**config.mk**
```make
export PLATFORM = sky130hd
export DESIGN_NAME = wifi_link_bringup_monitor
export DESIGN_NICKNAME = d
export VERILOG_FILES = /design/src/rtl/core/lbm_pkg.sv /design/src/rtl/core/lbm_fifo.sv /design/src/rtl/core/lbm_front.sv /design/src/rtl/core/lbm_back.sv /design/src/rtl/core/wifi_link_bringup_monitor.sv
export SDC_FILE = /design/constraint.sdc
export NUM_CORES = 1
export LEC_CHECK = 0
export ABC_AREA = 1
export BUFFER_PORTS_ARGS = -buffer_cell sky130_fd_sc_hd__buf_2
export CORE_MARGIN = 1.5
export CORE_UTILIZATION = 50
export CTS_BUF_LIST = sky130_fd_sc_hd__clkbuf_16
export DETAILED_ROUTE_END_ITERATION = 8
export PLACE_DENSITY = 0.68
export SETUP_SLACK_MARGIN = 0.5
export SYNTH_ARGS = -nofsm -noshare
export SYNTH_HDL_FRONTEND = slang
export SYNTH_HIERARCHICAL = 1
export SYNTH_SLANG_ARGS = --single-unit
```
**constraint.sdc**
```tcl
create_clock -name clk -period 5.4 [get_ports clk]
set_input_delay 1.08 -clock clk [delete_from_list [all_inputs] [get_ports clk]]
set_output_delay 1.08 -clock clk [all_outputs]
set_load 0.01 [all_outputs]
```
**src/rtl/core/lbm_pkg.sv**
```systemverilog
// Shared types, codes and constants of the link bring-up monitor.
// No dependencies; used by lbm_front, lbm_back and the top level.
package lbm_pkg;

	localparam int NOW_W   = 48;
	localparam int TO_W    = 32;
	localparam int LIMIT_W = 8;
	localparam int ADDR_W  = 32;
	localparam int CFG_W   = 48;
	localparam int CFG_IDX_W = 2;

	localparam int TIME_BITS_DEF   = 48;
	localparam int QUEUE_DEPTH_DEF = 2;

	localparam logic [NOW_W-1:0]   START_TIME_RST = '0;
	localparam logic [TO_W-1:0]    START_TO_RST   = 32'd10000;
	localparam logic [TO_W-1:0]    TOTAL_TO_RST   = 32'd30000;
	localparam logic [LIMIT_W-1:0] NF_LIMIT_RST   = 8'd3;
	localparam logic [LIMIT_W-1:0] NF_MAX         = 8'd255;

	// configuration register indexes
	localparam logic [CFG_IDX_W-1:0] REG_START_TIME = 2'd0;
	localparam logic [CFG_IDX_W-1:0] REG_START_TO   = 2'd1;
	localparam logic [CFG_IDX_W-1:0] REG_TOTAL_TO   = 2'd2;
	localparam logic [CFG_IDX_W-1:0] REG_NF_LIMIT   = 2'd3;

	// item ops
	localparam logic [1:0] OP_RUNNING = 2'd0;
	localparam logic [1:0] OP_EVENT   = 2'd1;
	localparam logic [1:0] OP_STATUS  = 2'd2;
	localparam logic [1:0] OP_TICK    = 2'd3;

	// event kinds
	localparam logic [2:0] EV_OTHER     = 3'd0;
	localparam logic [2:0] EV_TEMP_DIS  = 3'd1;
	localparam logic [2:0] EV_PSK_FAIL  = 3'd2;
	localparam logic [2:0] EV_ASSOC_REJ = 3'd3;
	localparam logic [2:0] EV_AUTH_REJ  = 3'd4;
	localparam logic [2:0] EV_NOT_FOUND = 3'd5;
	localparam logic [2:0] EV_CONNECTED = 3'd6;
	localparam logic [2:0] EV_SCAN      = 3'd7;

	// temp-disabled reasons
	localparam logic [1:0] DR_OTHER     = 2'd0;
	localparam logic [1:0] DR_WRONG_KEY = 2'd1;
	localparam logic [1:0] DR_AUTH_FAIL = 2'd2;
	localparam logic [1:0] DR_CONN_FAIL = 2'd3;

	// supplicant states
	localparam logic [2:0] WS_OTHER     = 3'd0;
	localparam logic [2:0] WS_AUTH      = 3'd1;
	localparam logic [2:0] WS_ASSOCING  = 3'd2;
	localparam logic [2:0] WS_ASSOCED   = 3'd3;
	localparam logic [2:0] WS_FOUR_WAY  = 3'd4;
	localparam logic [2:0] WS_GROUP     = 3'd5;
	localparam logic [2:0] WS_COMPLETED = 3'd6;

	// output stage codes
	localparam logic [2:0] SC_STARTING   = 3'd0;
	localparam logic [2:0] SC_SEARCHING  = 3'd1;
	localparam logic [2:0] SC_ASSOCIATING = 3'd2;
	localparam logic [2:0] SC_HANDSHAKE  = 3'd3;
	localparam logic [2:0] SC_GETADDR    = 3'd4;
	localparam logic [2:0] SC_CONNECTED  = 3'd5;
	localparam logic [2:0] SC_FAILED     = 3'd6;

	typedef enum logic [6:0] {
		S_START   = 7'b0000001,
		S_SEARCH  = 7'b0000010,
		S_ASSOC   = 7'b0000100,
		S_HSHAKE  = 7'b0001000,
		S_GETADDR = 7'b0010000,
		S_CONN    = 7'b0100000,
		S_FAIL    = 7'b1000000
	} stage_t;

	typedef enum logic [2:0] {
		F_NONE      = 3'd0,
		F_NO_SUPP   = 3'd1,
		F_WRONG_PW  = 3'd2,
		F_NOT_FOUND = 3'd3,
		F_ASSOC_REJ = 3'd4,
		F_AUTH_REJ  = 3'd5,
		F_NO_ADDR   = 3'd6,
		F_TIMEOUT   = 3'd7
	} fail_t;

	typedef enum logic [1:0] {
		REJ_NONE  = 2'd0,
		REJ_ASSOC = 2'd1,
		REJ_AUTH  = 2'd2
	} rej_t;

	typedef enum logic [3:0] {
		CMD_TICK      = 4'd0,
		CMD_RUN_ON    = 4'd1,
		CMD_RUN_OFF   = 4'd2,
		CMD_FAIL      = 4'd3,
		CMD_REJ_ASSOC = 4'd4,
		CMD_REJ_AUTH  = 4'd5,
		CMD_NOT_FOUND = 4'd6,
		CMD_LINK_UP   = 4'd7,
		CMD_SCAN      = 4'd8,
		CMD_STATUS    = 4'd9
	} cmd_op_t;

	// classified word from front to back
	typedef struct packed {
		cmd_op_t             op;
		fail_t               fail;
		stage_t              tgt;
		logic                connect;
		logic [ADDR_W-1:0]   addr;
		logic                start_hit;
		logic                total_hit;
	} cmd_t;

	typedef struct packed {
		logic [2:0]        stage;
		fail_t             failure;
		logic [ADDR_W-1:0] addr;
	} res_t;

	function automatic logic [2:0] stage_code(stage_t s);
		logic [2:0] c;
		case (s)
			S_START:   c = SC_STARTING;
			S_SEARCH:  c = SC_SEARCHING;
			S_ASSOC:   c = SC_ASSOCIATING;
			S_HSHAKE:  c = SC_HANDSHAKE;
			S_GETADDR: c = SC_GETADDR;
			S_CONN:    c = SC_CONNECTED;
			S_FAIL:    c = SC_FAILED;
			default:   c = SC_STARTING;
		endcase
		return c;
	endfunction

endpackage

```
**src/rtl/core/lbm_fifo.sv**
```systemverilog
// Small flop-based queue used between front and back and on the result side.
// Depends on nothing; WIDTH and DEPTH set by the instantiating module.
module lbm_fifo #(
	parameter int WIDTH = 8,
	parameter int DEPTH = 2
) (
	input  logic             clk,
	input  logic             arst_n,
	input  logic             wr_en,
	input  logic [WIDTH-1:0] wr_data,
	input  logic             rd_en,
	output logic [WIDTH-1:0] rd_data,
	output logic             full,
	output logic             empty
);
	localparam int AW = (DEPTH > 1) ? $clog2(DEPTH) : 1;
	localparam int CW = $clog2(DEPTH + 1);

	logic [WIDTH-1:0] mem_q [DEPTH];
	logic [AW-1:0]    wr_ptr_q, rd_ptr_q;
	logic [CW-1:0]    cnt_q;
	logic             do_wr, do_rd;

	assign full    = (cnt_q == CW'(DEPTH));
	assign empty   = (cnt_q == '0);
	assign do_wr   = wr_en && !full;
	assign do_rd   = rd_en && !empty;
	assign rd_data = mem_q[rd_ptr_q];

	always_ff @(posedge clk) begin
		if (do_wr) begin
			mem_q[wr_ptr_q] <= wr_data;
		end
	end

	always_ff @(posedge clk or negedge arst_n) begin
		if (!arst_n) begin
			wr_ptr_q <= '0;
			rd_ptr_q <= '0;
			cnt_q    <= '0;
		end else begin
			if (do_wr) begin
				wr_ptr_q <= (wr_ptr_q == AW'(DEPTH - 1)) ? '0 : wr_ptr_q + 1'b1;
			end
			if (do_rd) begin
				rd_ptr_q <= (rd_ptr_q == AW'(DEPTH - 1)) ? '0 : rd_ptr_q + 1'b1;
			end
			if (do_wr && !do_rd) begin
				cnt_q <= cnt_q + 1'b1;
			end else if (do_rd && !do_wr) begin
				cnt_q <= cnt_q - 1'b1;
			end
		end
	end

endmodule

```
**src/rtl/core/lbm_front.sv**
```systemverilog
// Front end: accepts items, decodes them into command words and does the
// elapsed-time compares. Depends on lbm_pkg.
module lbm_front #(
	parameter int TIME_BITS = lbm_pkg::TIME_BITS_DEF
) (
	input  logic                        push,
	output logic                        full,
	input  logic [1:0]                  op,
	input  logic [lbm_pkg::NOW_W-1:0]   now_ms,
	input  logic                        running,
	input  logic [2:0]                  event_kind,
	input  logic [1:0]                  disable_reason,
	input  logic [2:0]                  wpa_state,
	input  logic                        ssid_matches,
	input  logic                        address_valid,
	input  logic [lbm_pkg::ADDR_W-1:0]  address_in,
	input  logic [lbm_pkg::NOW_W-1:0]   start_time,
	input  logic [lbm_pkg::TO_W-1:0]    start_timeout_ms,
	input  logic [lbm_pkg::TO_W-1:0]    total_timeout_ms,
	input  logic                        q_full,
	output logic                        q_wr,
	output lbm_pkg::cmd_t               cmd
);
	import lbm_pkg::*;

	// timestamps are compared on the low TIME_BITS bits, capped at NOW_W
	localparam int TW = (TIME_BITS < NOW_W) ? TIME_BITS : NOW_W;
	localparam int CW = (TW > TO_W) ? TW : TO_W;

	logic [TW-1:0] now_m, t0_m, waited;
	logic [CW-1:0] waited_x;
	logic          late;
	stage_t        ws_stage;

	assign full = q_full;
	assign q_wr = push && !q_full;

	assign now_m    = now_ms[TW-1:0];
	assign t0_m     = start_time[TW-1:0];
	assign late     = (now_m >= t0_m);
	assign waited   = now_m - t0_m;
	assign waited_x = CW'(waited);

	always_comb begin
		case (wpa_state)
			WS_AUTH, WS_ASSOCING, WS_ASSOCED: ws_stage = S_ASSOC;
			WS_FOUR_WAY, WS_GROUP:            ws_stage = S_HSHAKE;
			WS_COMPLETED:                     ws_stage = ssid_matches ? S_GETADDR : S_ASSOC;
			default:                          ws_stage = S_SEARCH;
		endcase
	end

	always_comb begin
		cmd           = '0;
		cmd.op        = CMD_TICK;
		cmd.fail      = F_NONE;
		cmd.tgt       = ws_stage;
		cmd.connect   = (ws_stage == S_GETADDR) && address_valid;
		cmd.addr      = address_in;
		cmd.start_hit = late && (waited_x >= CW'(start_timeout_ms));
		cmd.total_hit = late && (waited_x >= CW'(total_timeout_ms));
		case (op)
			OP_RUNNING: cmd.op = running ? CMD_RUN_ON : CMD_RUN_OFF;
			OP_STATUS:  cmd.op = CMD_STATUS;
			OP_EVENT: begin
				case (event_kind)
					EV_TEMP_DIS: begin
						case (disable_reason)
							DR_WRONG_KEY: begin
								cmd.op   = CMD_FAIL;
								cmd.fail = F_WRONG_PW;
							end
							DR_AUTH_FAIL: begin
								cmd.op   = CMD_FAIL;
								cmd.fail = F_AUTH_REJ;
							end
							DR_CONN_FAIL: begin
								cmd.op   = CMD_FAIL;
								cmd.fail = F_ASSOC_REJ;
							end
							default: cmd.op = CMD_TICK;
						endcase
					end
					EV_PSK_FAIL: begin
						cmd.op   = CMD_FAIL;
						cmd.fail = F_WRONG_PW;
					end
					EV_ASSOC_REJ: cmd.op = CMD_REJ_ASSOC;
					EV_AUTH_REJ:  cmd.op = CMD_REJ_AUTH;
					EV_NOT_FOUND: cmd.op = CMD_NOT_FOUND;
					EV_CONNECTED: cmd.op = CMD_LINK_UP;
					EV_SCAN:      cmd.op = CMD_SCAN;
					default:      cmd.op = CMD_TICK;
				endcase
			end
			default: cmd.op = CMD_TICK;
		endcase
	end

endmodule

```
**src/rtl/core/lbm_back.sv**
```systemverilog
// Back end: holds the link state and applies one command word per cycle while the command
// queue is not empty and the result queue not full, producing one result word each. Depends on lbm_pkg.
module lbm_back (
	input  logic                         clk,
	input  logic                         arst_n,
	input  lbm_pkg::cmd_t                cmd,
	input  logic                         cmd_empty,
	output logic                         cmd_pop,
	input  logic [lbm_pkg::LIMIT_W-1:0]  not_found_limit,
	input  logic                         res_full,
	output logic                         res_push,
	output lbm_pkg::res_t                res
);
	import lbm_pkg::*;

	stage_t               stage_q, stage_n, stage_a;
	fail_t                fail_q, fail_n;
	rej_t                 rej_q, rej_n;
	logic [LIMIT_W-1:0]   nf_cnt_q, nf_cnt_n;
	logic [ADDR_W-1:0]    held_q, held_n;
	logic                 done, chk, fire;

	assign done     = (stage_q == S_CONN) || (stage_q == S_FAIL);
	assign fire     = !cmd_empty && !res_full;
	assign cmd_pop  = fire;
	assign res_push = fire;

	always_comb begin
		stage_a  = stage_q;
		stage_n  = stage_q;
		fail_n   = fail_q;
		rej_n    = rej_q;
		nf_cnt_n = nf_cnt_q;
		held_n   = held_q;
		chk      = 1'b0;
		if (!done) begin
			chk = 1'b1;
			case (cmd.op)
				CMD_RUN_ON: begin
					if (stage_q == S_START) begin
						stage_a = S_SEARCH;
					end
				end
				CMD_RUN_OFF: stage_a = S_START;
				CMD_FAIL: begin
					stage_a = S_FAIL;
					fail_n  = cmd.fail;
					chk     = 1'b0;
				end
				CMD_REJ_ASSOC: rej_n = REJ_ASSOC;
				CMD_REJ_AUTH:  rej_n = REJ_AUTH;
				CMD_NOT_FOUND: begin
					nf_cnt_n = (nf_cnt_q == NF_MAX) ? NF_MAX : nf_cnt_q + 1'b1;
					if (nf_cnt_n >= not_found_limit) begin
						stage_a = S_FAIL;
						fail_n  = F_NOT_FOUND;
						chk     = 1'b0;
					end
				end
				CMD_LINK_UP: stage_a = S_GETADDR;
				CMD_SCAN: begin
					if (stage_q == S_START) begin
						stage_a = S_SEARCH;
					end
				end
				CMD_STATUS: begin
					if (cmd.connect) begin
						held_n  = cmd.addr;
						stage_a = S_CONN;
						chk     = 1'b0;
					end else begin
						stage_a = cmd.tgt;
					end
				end
				default: ;
			endcase
			stage_n = stage_a;
			// timeout check runs on the stage this item moved the link to
			if (chk) begin
				if (cmd.start_hit && stage_a == S_START) begin
					stage_n = S_FAIL;
					fail_n  = F_NO_SUPP;
				end else if (cmd.total_hit) begin
					stage_n = S_FAIL;
					case (stage_a)
						S_GETADDR: fail_n = F_NO_ADDR;
						S_HSHAKE:  fail_n = F_WRONG_PW;
						default: begin
							if (rej_n == REJ_ASSOC) begin
								fail_n = F_ASSOC_REJ;
							end else if (rej_n == REJ_AUTH) begin
								fail_n = F_AUTH_REJ;
							end else if (stage_a == S_SEARCH) begin
								fail_n = F_NOT_FOUND;
							end else begin
								fail_n = F_TIMEOUT;
							end
						end
					endcase
				end
			end
		end
	end

	assign res.stage   = stage_code(stage_n);
	assign res.failure = fail_n;
	assign res.addr    = (stage_n == S_CONN) ? held_n : '0;

	always_ff @(posedge clk or negedge arst_n) begin
		if (!arst_n) begin
			stage_q  <= S_START;
			fail_q   <= F_NONE;
			rej_q    <= REJ_NONE;
			nf_cnt_q <= '0;
			held_q   <= '0;
		end else if (fire) begin
			stage_q  <= stage_n;
			fail_q   <= fail_n;
			rej_q    <= rej_n;
			nf_cnt_q <= nf_cnt_n;
			held_q   <= held_n;
		end
	end

	a_fail_sticky: assert property (@(posedge clk) disable iff (!arst_n)
		stage_q == S_FAIL |=> stage_q == S_FAIL && fail_q == $past(fail_q))
		else $error("failed stage left or reason changed");

	a_fail_reason: assert property (@(posedge clk) disable iff (!arst_n)
		(stage_q == S_FAIL) == (fail_q != F_NONE))
		else $error("failure reason out of step with stage");

	a_nf_monotonic: assert property (@(posedge clk) disable iff (!arst_n)
		nf_cnt_q >= $past(nf_cnt_q))
		else $error("not-found count went down");

	a_addr_only_conn: assert property (@(posedge clk) disable iff (!arst_n)
		stage_q != S_CONN |-> held_q == '0)
		else $error("address held before connect");

endmodule

```
**src/rtl/core/wifi_link_bringup_monitor.sv**
```systemverilog
// Link bring-up monitor top level: config registers, front end, command queue,
// back end and result queue. Depends on lbm_pkg, lbm_fifo, lbm_front, lbm_back.
// Flow: a pushed word enters the command queue, the back end applies it from its
//   head and writes the result word to the result queue and ports (empty low).
// Throughput: one word per cycle while not stalled by an empty or full queue.
// Reset (arst_n low): state, queues and config registers return to defaults.
module wifi_link_bringup_monitor #(
	parameter int TIME_BITS   = lbm_pkg::TIME_BITS_DEF,
	parameter int QUEUE_DEPTH = lbm_pkg::QUEUE_DEPTH_DEF
) (
	input  logic                           clk,
	input  logic                           arst_n,
	input  logic                           cfg_we,
	input  logic [lbm_pkg::CFG_IDX_W-1:0]  cfg_addr,
	input  logic [lbm_pkg::CFG_W-1:0]      cfg_wdata,
	input  logic                           push,
	output logic                           full,
	input  logic [1:0]                     op,
	input  logic [lbm_pkg::NOW_W-1:0]      now_ms,
	input  logic                           running,
	input  logic [2:0]                     event_kind,
	input  logic [1:0]                     disable_reason,
	input  logic [2:0]                     wpa_state,
	input  logic                           ssid_matches,
	input  logic                           address_valid,
	input  logic [lbm_pkg::ADDR_W-1:0]     address_in,
	output logic                           empty,
	input  logic                           pop,
	output logic [2:0]                     stage,
	output logic [2:0]                     failure,
	output logic [lbm_pkg::ADDR_W-1:0]     address_out
);
	import lbm_pkg::*;

	logic [NOW_W-1:0]   start_time_q;
	logic [TO_W-1:0]    start_to_q;
	logic [TO_W-1:0]    total_to_q;
	logic [LIMIT_W-1:0] nf_limit_q;

	cmd_t cmd_in, cmd_out;
	res_t res_in, res_out;
	logic cmd_wr, cmd_full, cmd_empty, cmd_pop;
	logic res_push, res_full;

	always_ff @(posedge clk or negedge arst_n) begin
		if (!arst_n) begin
			start_time_q <= START_TIME_RST;
			start_to_q   <= START_TO_RST;
			total_to_q   <= TOTAL_TO_RST;
			nf_limit_q   <= NF_LIMIT_RST;
		end else if (cfg_we) begin
			case (cfg_addr)
				REG_START_TIME: start_time_q <= cfg_wdata[NOW_W-1:0];
				REG_START_TO:   start_to_q   <= cfg_wdata[TO_W-1:0];
				REG_TOTAL_TO:   total_to_q   <= cfg_wdata[TO_W-1:0];
				REG_NF_LIMIT:   nf_limit_q   <= cfg_wdata[LIMIT_W-1:0];
				default: ;
			endcase
		end
	end

	lbm_front #(.TIME_BITS(TIME_BITS)) u_front (
		.push             (push),
		.full             (full),
		.op               (op),
		.now_ms           (now_ms),
		.running          (running),
		.event_kind       (event_kind),
		.disable_reason   (disable_reason),
		.wpa_state        (wpa_state),
		.ssid_matches     (ssid_matches),
		.address_valid    (address_valid),
		.address_in       (address_in),
		.start_time       (start_time_q),
		.start_timeout_ms (start_to_q),
		.total_timeout_ms (total_to_q),
		.q_full           (cmd_full),
		.q_wr             (cmd_wr),
		.cmd              (cmd_in)
	);

	lbm_fifo #(.WIDTH($bits(cmd_t)), .DEPTH(QUEUE_DEPTH)) u_cmd_q (
		.clk     (clk),
		.arst_n  (arst_n),
		.wr_en   (cmd_wr),
		.wr_data (cmd_in),
		.rd_en   (cmd_pop),
		.rd_data (cmd_out),
		.full    (cmd_full),
		.empty   (cmd_empty)
	);

	lbm_back u_back (
		.clk             (clk),
		.arst_n          (arst_n),
		.cmd             (cmd_out),
		.cmd_empty       (cmd_empty),
		.cmd_pop         (cmd_pop),
		.not_found_limit (nf_limit_q),
		.res_full        (res_full),
		.res_push        (res_push),
		.res             (res_in)
	);

	lbm_fifo #(.WIDTH($bits(res_t)), .DEPTH(QUEUE_DEPTH)) u_res_q (
		.clk     (clk),
		.arst_n  (arst_n),
		.wr_en   (res_push),
		.wr_data (res_in),
		.rd_en   (pop),
		.rd_data (res_out),
		.full    (res_full),
		.empty   (empty)
	);

	assign stage       = res_out.stage;
	assign failure     = res_out.failure;
	assign address_out = res_out.addr;

endmodule
```
==> metrics.yaml, run 1 <==
status: "finished, final reports clean"
synth_seq_cells: 354
syn_avg_cell_area_sq_um: 7.92
synthXorXnorAreaFrac_pct: 1.25
postPlaceCellArea_sq_um: 23400
ys_async_sr_fraction_pct: 50.8
die_h_um: 214
power_density_nw_per_um2: 466
p_int_mw: 6.69
synth_area_leader_cell: "edfxtp_1"
slew_viol_final: 0
cts_hold_buf: 0
max-vdd-ir-drop_mv: 0.342
fin_nets: 3227
synth_compound_area_share_pct: 4.62
clk_latency_ps: 580
cts_tree: "yes"
grt_max_degree: 96
initial_utilization_pct: 50.7
routed_wl_um: 60400
core_sq_um: 44100
clock-sinks: 354
die_w_um: 214
finalClockSkew_ps: 27.8
grt_pass1_wl_um: 96300
maxCapViolCount: 0
place_ws_ps: 1000
rsz0062_at_grt: "false"
min_period_ps: 4460
cp.required_ps: 5720
antenna_found_initial: 0
p_switching_mw: 4.80
grt.overflow.total: 0
power_mw: 11.5
rows: 77
crit_fanout: 18
cts-root-buf: "clkbuf_16"
critPathArrivalTime_ps: 4770
die-area_sq_um: 46000
numCtsBuffers: 39
vias: 18600
power_frac_seq_pct: 34.5
ios: 188
synth_top_family_by_area: "simple AND/OR/NAND/NOR gates"
area_delta_synth_final_pct: 10.4
max_slew_margin_pct: 15.5
vias_per_cell: 5.20
synthSimpleGateAreaFrac_pct: 31.3
fin_ws_ps: 942
port-buffer-count: 187
syn_area_sq_um: 22400
leakage_nw: 12.7
post-dp-hpwl_um: 44400
worst_pin_slew_ps: 1270
antenna_left: 0
cts_resized: 0
synth_edf_count: 174
layout_commonest_cell: "nand2_1"
grt_pass1_vias: 17900
layout_common_cells: "1023 x nand2_1, 410 x inv_1, 185 x buf_2"
regArea_sq_um: 9750
cts_buffer_depth: 3
multiInputGateArea_sq_um: 10200
final_area_sq_um: 24700
synthMuxAreaShare_pct: 1.43
dp.cells: 3504
power_frac_comb_pct: 42.6
synth.area.top_cells: "edfxtp_1 23%, dfrtp_1 18%, nand2_1 17%, ha_1 7.0%, inv_1 6.7%"
timing.fmax_mhz: 224
yosys.area.top_type_share_pct: 23.4
period_share_pct: 82.6
power_frac_clock_pct: 22.9
end_kind: "flop"
p_sw_share_pct: 41.8
critical_path_class: "flop to flop"
n_fill_cell: 4251
yosysSeqAreaShare_pct: 43.6
hold_class: "flop to flop"
drc: 0
first_pass_iters: 8
h-tree-depth: 2
synth_adder_area_share_pct: 7.08
synth.distinct_cells: 58
dominantRegCellSynth: "edfxtp_1"
setup_viol: 0
fin_setup_tns_ps: 0
wl_per_cell_um: 16.9
drive_above_1_share_pct: 15.0
path_clk_slew_ps: 60
hold_viol_final: 0
grt_util_all_layers_pct: 26.3
final_cells: 3576
diodes: 0
dr.first_iter.drc_count: 1645
cp-start-kind: "flop"
netlist_instances: 2824
cts_setup_buffers: 0
synth_warnings: 6
gp_congestion: 0.990
[metrics by stage]
stage | util (%) | hold slack (ps)
2_1_floorplan | - | 442
3_3_place_gp | 53.1 | 454
3_5_place_dp | 53.1 | 455
4_1_cts | 56.0 | 465
5_1_grt | 56.0 | 474
6_report | 56.0 | 462
[cell type report]
cell class	count	share of cell area [%]
Clock inverter	33	1.16
Clock buffer	39	3.95
Multi-Input combinational cell	1928	41.5
Tap cell	592	3.00
Inverter	426	6.48
Timing Repair Buffer	204	4.44
Sequential cell	354	39.5
[sequential cells by signal, summed over array words and instances, names as in the netlist]
name and cells:
u_back/fail_q 3, nf_limit_q 8, u_back/nf_cnt_q 8, u_back/stage_q 7, u_res_q/rd_ptr_q 1, u_cmd_q/rd_ptr_q 1, start_to_q 32, u_cmd_q/mem_q 98
u_res_q/mem_q 76, u_cmd_q/wr_ptr_q 1, total_to_q 32, u_res_q/cnt_q 2, start_time_q 48, u_res_q/wr_ptr_q 1, u_back/held_q 32, u_back/rej_q 2
u_cmd_q/cnt_q 2
[final timing paths]
check / end / slack, ps / start / depth (start not counted)
worst max-delay path: u_res_q/mem_q[0][2] / 940 / u_back/nf_cnt_q[0] / 23
worst min-delay path: total_to_q[8] / 460 / total_to_q[8] / 2
worst max register to register: u_res_q/mem_q[0][2] / 940 / u_back/nf_cnt_q[0] / 23
worst min register to register: total_to_q[8] / 460 / total_to_q[8] / 2
max in group asynchronous: u_back/held_q[5] / 3740 / arst_n / 2
min in group asynchronous: start_time_q[2] / 610 / arst_n / 1
[cell usage after synthesis, types with 32 or more instances]
library cell / number
nand4_1: 97
a21oi_1: 76
nand2_1: 1023
nor2_1: 133
buf_2: 34
nor2_2: 37
buf_4: 58
nand2_2: 32
ha_1: 125
nand3_1: 118
mux2i_1: 32
edfxtp_1: 174
dfrtp_1: 165
o21ai_0: 73
nor2_4: 43
inv_1: 401
[kinds of logic after synthesis]
| logic type | Yosys count |
|---|---|
| other | 1 |
| multiplexers | 32 |
| adder cells (fa/ha/maj) | 126 |
| XOR/XNOR | 32 |
| flip-flops | 354 |
| AND/OR/NAND/NOR | 1548 |
| AO/OA/AOI/OAI | 187 |
| buffers and inverters | 544 |
[worst max-delay path, cell delays in order (launching register included)]
cell	delay [ps]
dfrtp_1	350
ha_1	170
nand2_1	70
nor2_1	90
inv_1	50
nor2_1	160
nand2_1	110
nor3_1	330
inv_1	150
o21ai_0	150
ha_1	300
nand2_1	90
nor2_1	50
nor2_1	80
nand2_1	60
nand2_1	160
nand3_4	110
nand2_2	90
nand2_1	70
nand2_1	120
nand3_2	560
buf_4	490
mux2i_1	330
nor2_4	70
[power by group through the flow]
stage	Combinational (mW)	Sequential, mW	Clock (mW)
after global routing	5.52	4.04	2.81
after detailed placement	4.87	4.01	0
after floorplan	3.51	3.95	0
final	4.90	3.97	2.63
after CTS	4.90	3.97	2.70
after global placement	4.77	3.98	0
[metal layers]
| layer | track usage (%) | routed length, um |
|---|---|---|
| met5 | 0 | 0 |
| met4 | 6.29 | 1200 |
| met3 | 3.63 | 3440 |
| met2 | 41.5 | 27400 |
| met1 | 38.3 | 28400 |
No activity file was read; power rests on OpenSTA's default activity.
==> run 2: changes to the inputs <==
==> constraint.sdc (replaced) <==
create_clock -name clk -period 4.64 [get_ports clk]
set_input_delay 0.928 -clock clk [delete_from_list [all_inputs] [get_ports clk]]
set_output_delay 0.928 -clock clk [all_outputs]
set_load 0.01 [all_outputs]
==> run 2 against run 1 <==
  * Sequential power rose by 16%
  * Routed wire length increased by 1.0%
  * Global-route usage increased by 0.21 points
==> metrics.yaml, run 2 (same netlist as run 1, synthesis figures left out) <==
status: "finished, final reports clean"  # unchanged
grt_pass1_wl_um: 96600  # was 96300 um
fin_nets: 3241  # was 3227
grt_max_degree: 76  # was 96
largest_register_ffs: 98  # unchanged
reg2reg_depth: 22  # was 23
cp.required_ps: 4960  # was 5720 ps
area_delta_synth_final_pct: 11.4  # was 10.4%
cts_buffer_depth: 3  # unchanged
cp-start-kind: "flop"  # unchanged
cts_tree: "yes"  # unchanged
crit_start: "u_back/nf_cnt_q[0]"  # unchanged
numCtsBuffers: 39  # unchanged
drc: 0  # unchanged
crit_fanout: 26  # was 18
power_density_nw_per_um2: 541  # was 466 nW/um^2
die-area_sq_um: 46000  # unchanged
vias: 18700  # was 18.6k
worst_pin_slew_ps: 1010  # was 1270 ps
finalClockSkew_ps: 19.4  # was 27.8 ps
antenna_left: 0  # unchanged
leakage_nw: 12.8  # was 12.7 nW
die_w_um: 214  # unchanged
critPathArrivalTime_ps: 4160  # was 4770 ps
port-buffer-count: 187  # unchanged
max_slew_margin_pct: 32.2  # was 15.5%
cp_slowest_stage_delay_ps: 380  # was 560 ps
power_frac_comb_pct: 42.6  # about the same
dr.first_iter.drc_count: 1501  # was 1645
rrSetupSlack_ps: 810  # was 940 ps
power_frac_clock_pct: 23.1  # was 22.9%
hold_viol_final: 0  # unchanged
p_int_mw: 7.88  # was 6.69 mW
p_sw_share_pct: 41.5  # was 41.8%
layout_commonest_cell: "nand2_1"  # unchanged
die_h_um: 214  # unchanged
routed_wl_um: 61000  # was 60400 um
path_clk_slew_ps: 60  # about the same
layout_common_cells: "1022 x nand2_1, 404 x inv_1, 185 x buf_2"  # was 1023 x nand2_1, 410 x inv_1, 185 x buf_2
period_share_pct: 82.6  # about the same
n_fill_cell: 4178  # was 4251
rows: 77  # unchanged
clk_latency_ps: 580  # about the same
gp_congestion: 0.991  # was 0.990
power_mw: 13.5  # was 11.5 mW
min_period_ps: 3830  # was 4460 ps
core_sq_um: 44100  # unchanged
max-vdd-ir-drop_mv: 0.330  # was 0.342 mV
h-tree-depth: 2  # unchanged
end_kind: "flop"  # unchanged
maxCapViolCount: 0  # unchanged
drive_above_1_share_pct: 15.5  # was 15.0%
ios: 188  # unchanged
wl_per_cell_um: 17.0  # was 16.9 um
timing.fmax_mhz: 261  # was 224 MHz
hold_class: "primary input to asynchronous set/reset pin"  # was flop to flop
setup_viol: 0  # unchanged
critical_path_class: "flop to flop"  # unchanged
cpMostUsedCell: "nand2_1"  # unchanged
first_pass_iters: 6  # was 8
cts_hold_buf: 0  # unchanged
clock-sinks: 354  # unchanged
cts-root-buf: "clkbuf_16"  # unchanged
initial_utilization_pct: 50.7  # unchanged
regMostFlops: "u_cmd_q/mem_q"  # unchanged
antenna_found_initial: 2  # was 0
grt_pass1_vias: 18200  # was 17.9k
vias_per_cell: 5.22  # was 5.20
cpMaxStageDelayCell: "dfrtp_1"  # was nand3_2
p_switching_mw: 5.60  # was 4.80 mW
endpoint: "u_res_q/mem_q[0][4]"  # was u_res_q/mem_q[0][2]
reg2reg_from: "u_back/nf_cnt_q[0]"  # unchanged
rsz0062_at_grt: "false"  # unchanged
grt.overflow.total: 0  # unchanged
post-dp-hpwl_um: 45100  # was 44400 um
crit_chain: "ha_1 -> nand2_1 -> nor2_1 -> inv_1 -> nor2_2 -> nand2_1 -> nor3_4 -> buf_4 -> or2_2 -> ha_1 -> nand2_1 -> nor2_1 -> nor2_1 -> nand2_1 -> nand2_2 -> nand3_4 -> nand3_2 -> inv_1 -> nand3_2 -> buf_12 -> mux2i_1 -> nor2_4"  # was ha_1 -> nand2_1 -> nor2_1 -> inv_1 -> nor2_1 -> nand2_1 -> nor3_1 -> inv_1 -> o21ai_0 -> ha_1 -> nand2_1 -> nor2_1 -> nor2_1 -> nand2_1 -> nand2_1 -> nand3_4 -> nand2_2 -> nand2_1 -> nand2_1 -> nand3_2 -> buf_4 -> mux2i_1 -> nor2_4
r2r_end: "u_res_q/mem_q[0][4]"  # was u_res_q/mem_q[0][2]
grt_util_all_layers_pct: 26.5  # was 26.3%
reg_top3: "u_cmd_q/mem_q: 98 flops, u_res_q/mem_q: 76 flops, start_time_q: 48 flops"  # unchanged
fin_setup_tns_ps: 0  # unchanged
power_frac_seq_pct: 34.2  # was 34.5%
slew_viol_final: 0  # unchanged
==> run 2: cell count changes in the layout (fill, tap and decap cells not counted), moves of 2 or more <==
| cell | before | now |
|---|---|---|
| buf_12 | 2 | 6 |
| buf_4 | 16 | 24 |
| buf_6 | 1 | 3 |
| clkinv_1 | 7 | 12 |
| clkinv_4 | 3 | 0 |
| clkinvlp_4 | 0 | 2 |
| inv_1 | 410 | 404 |
==> run 2: how the worst min path moves through the flow <==
stage	start	end	slack (ps)	cells past startpoint
finish	arst_n	start_time_q[8]	420	1
global route	arst_n	total_to_q[18]	460	1
CTS	arst_n	start_time_q[14]	420	1
detailed placement	start_to_q[8]	start_to_q[8]	450	2
global placement	total_to_q[12]	total_to_q[12]	450	2
floorplan	start_time_q[10]	start_time_q[10]	440	2
==> run 2: metal layers <==
layer	up-vias	track usage [%]	wire length, um
li1	9242	-	-
met1	8858	37.7	28300
met2	544	41.7	27200
met3	80	4.87	4150
met4	4	6.92	1340
met5	-	0	23
==> run 2: final cells by class <==
type | count | area [sq um] | area share, %
clock buffer | 39 | 976 | 3.92
tap | 592 | 741 | 2.97
multi-input combinational | 1928 | 10300 | 41.2
inverter | 426 | 1600 | 6.43
antenna | 1 | 2.50 | 0.0100
sequential | 354 | 9750 | 39.1
timing repair buffer | 218 | 1260 | 5.06
clock inverter | 33 | 309 | 1.24
==> run 2: metrics by stage <==
stage	worst slack, ps	util (%)	cell area (sq um)	hold WS [ps]	std cells
final	808	56.4	24900	420	3591
after global routing	451	56.4	24900	461	3590
after CTS	525	56.3	24800	424	3585
after detailed placement	384	53.3	23500	455	3511
after global placement	475	53.3	23500	454	3511
after floorplan	979	-	22400	442	2826
==> run 2: what timing repair did <==
item,4_1_cts,5_1_grt
endpoints found under the hold margin,0,0
pin swaps,1,3
cloned,0,0
setup endpoints to repair,44,107
setup buffers,2,5
gates resized for setup,0,7
==> run 2: power groups by stage <==
stage	clock, mW	combinational [mW]	sequential (mW)
floorplan	0	4.08	4.60
global placement	0	5.55	4.63
detailed placement	0	5.67	4.67
CTS	3.19	5.72	4.62
global route	3.31	6.44	4.70
finish	3.12	5.75	4.62
==> run 2: worst max-delay path, delay by kind of cell, from the launching register on <==
kind | cells | cell delay [ps]
simple gates | 15 | 1630
mux | 1 | 360
fa+ha+maj | 2 | 510
buf+inv | 4 | 700
flops | 1 | 380
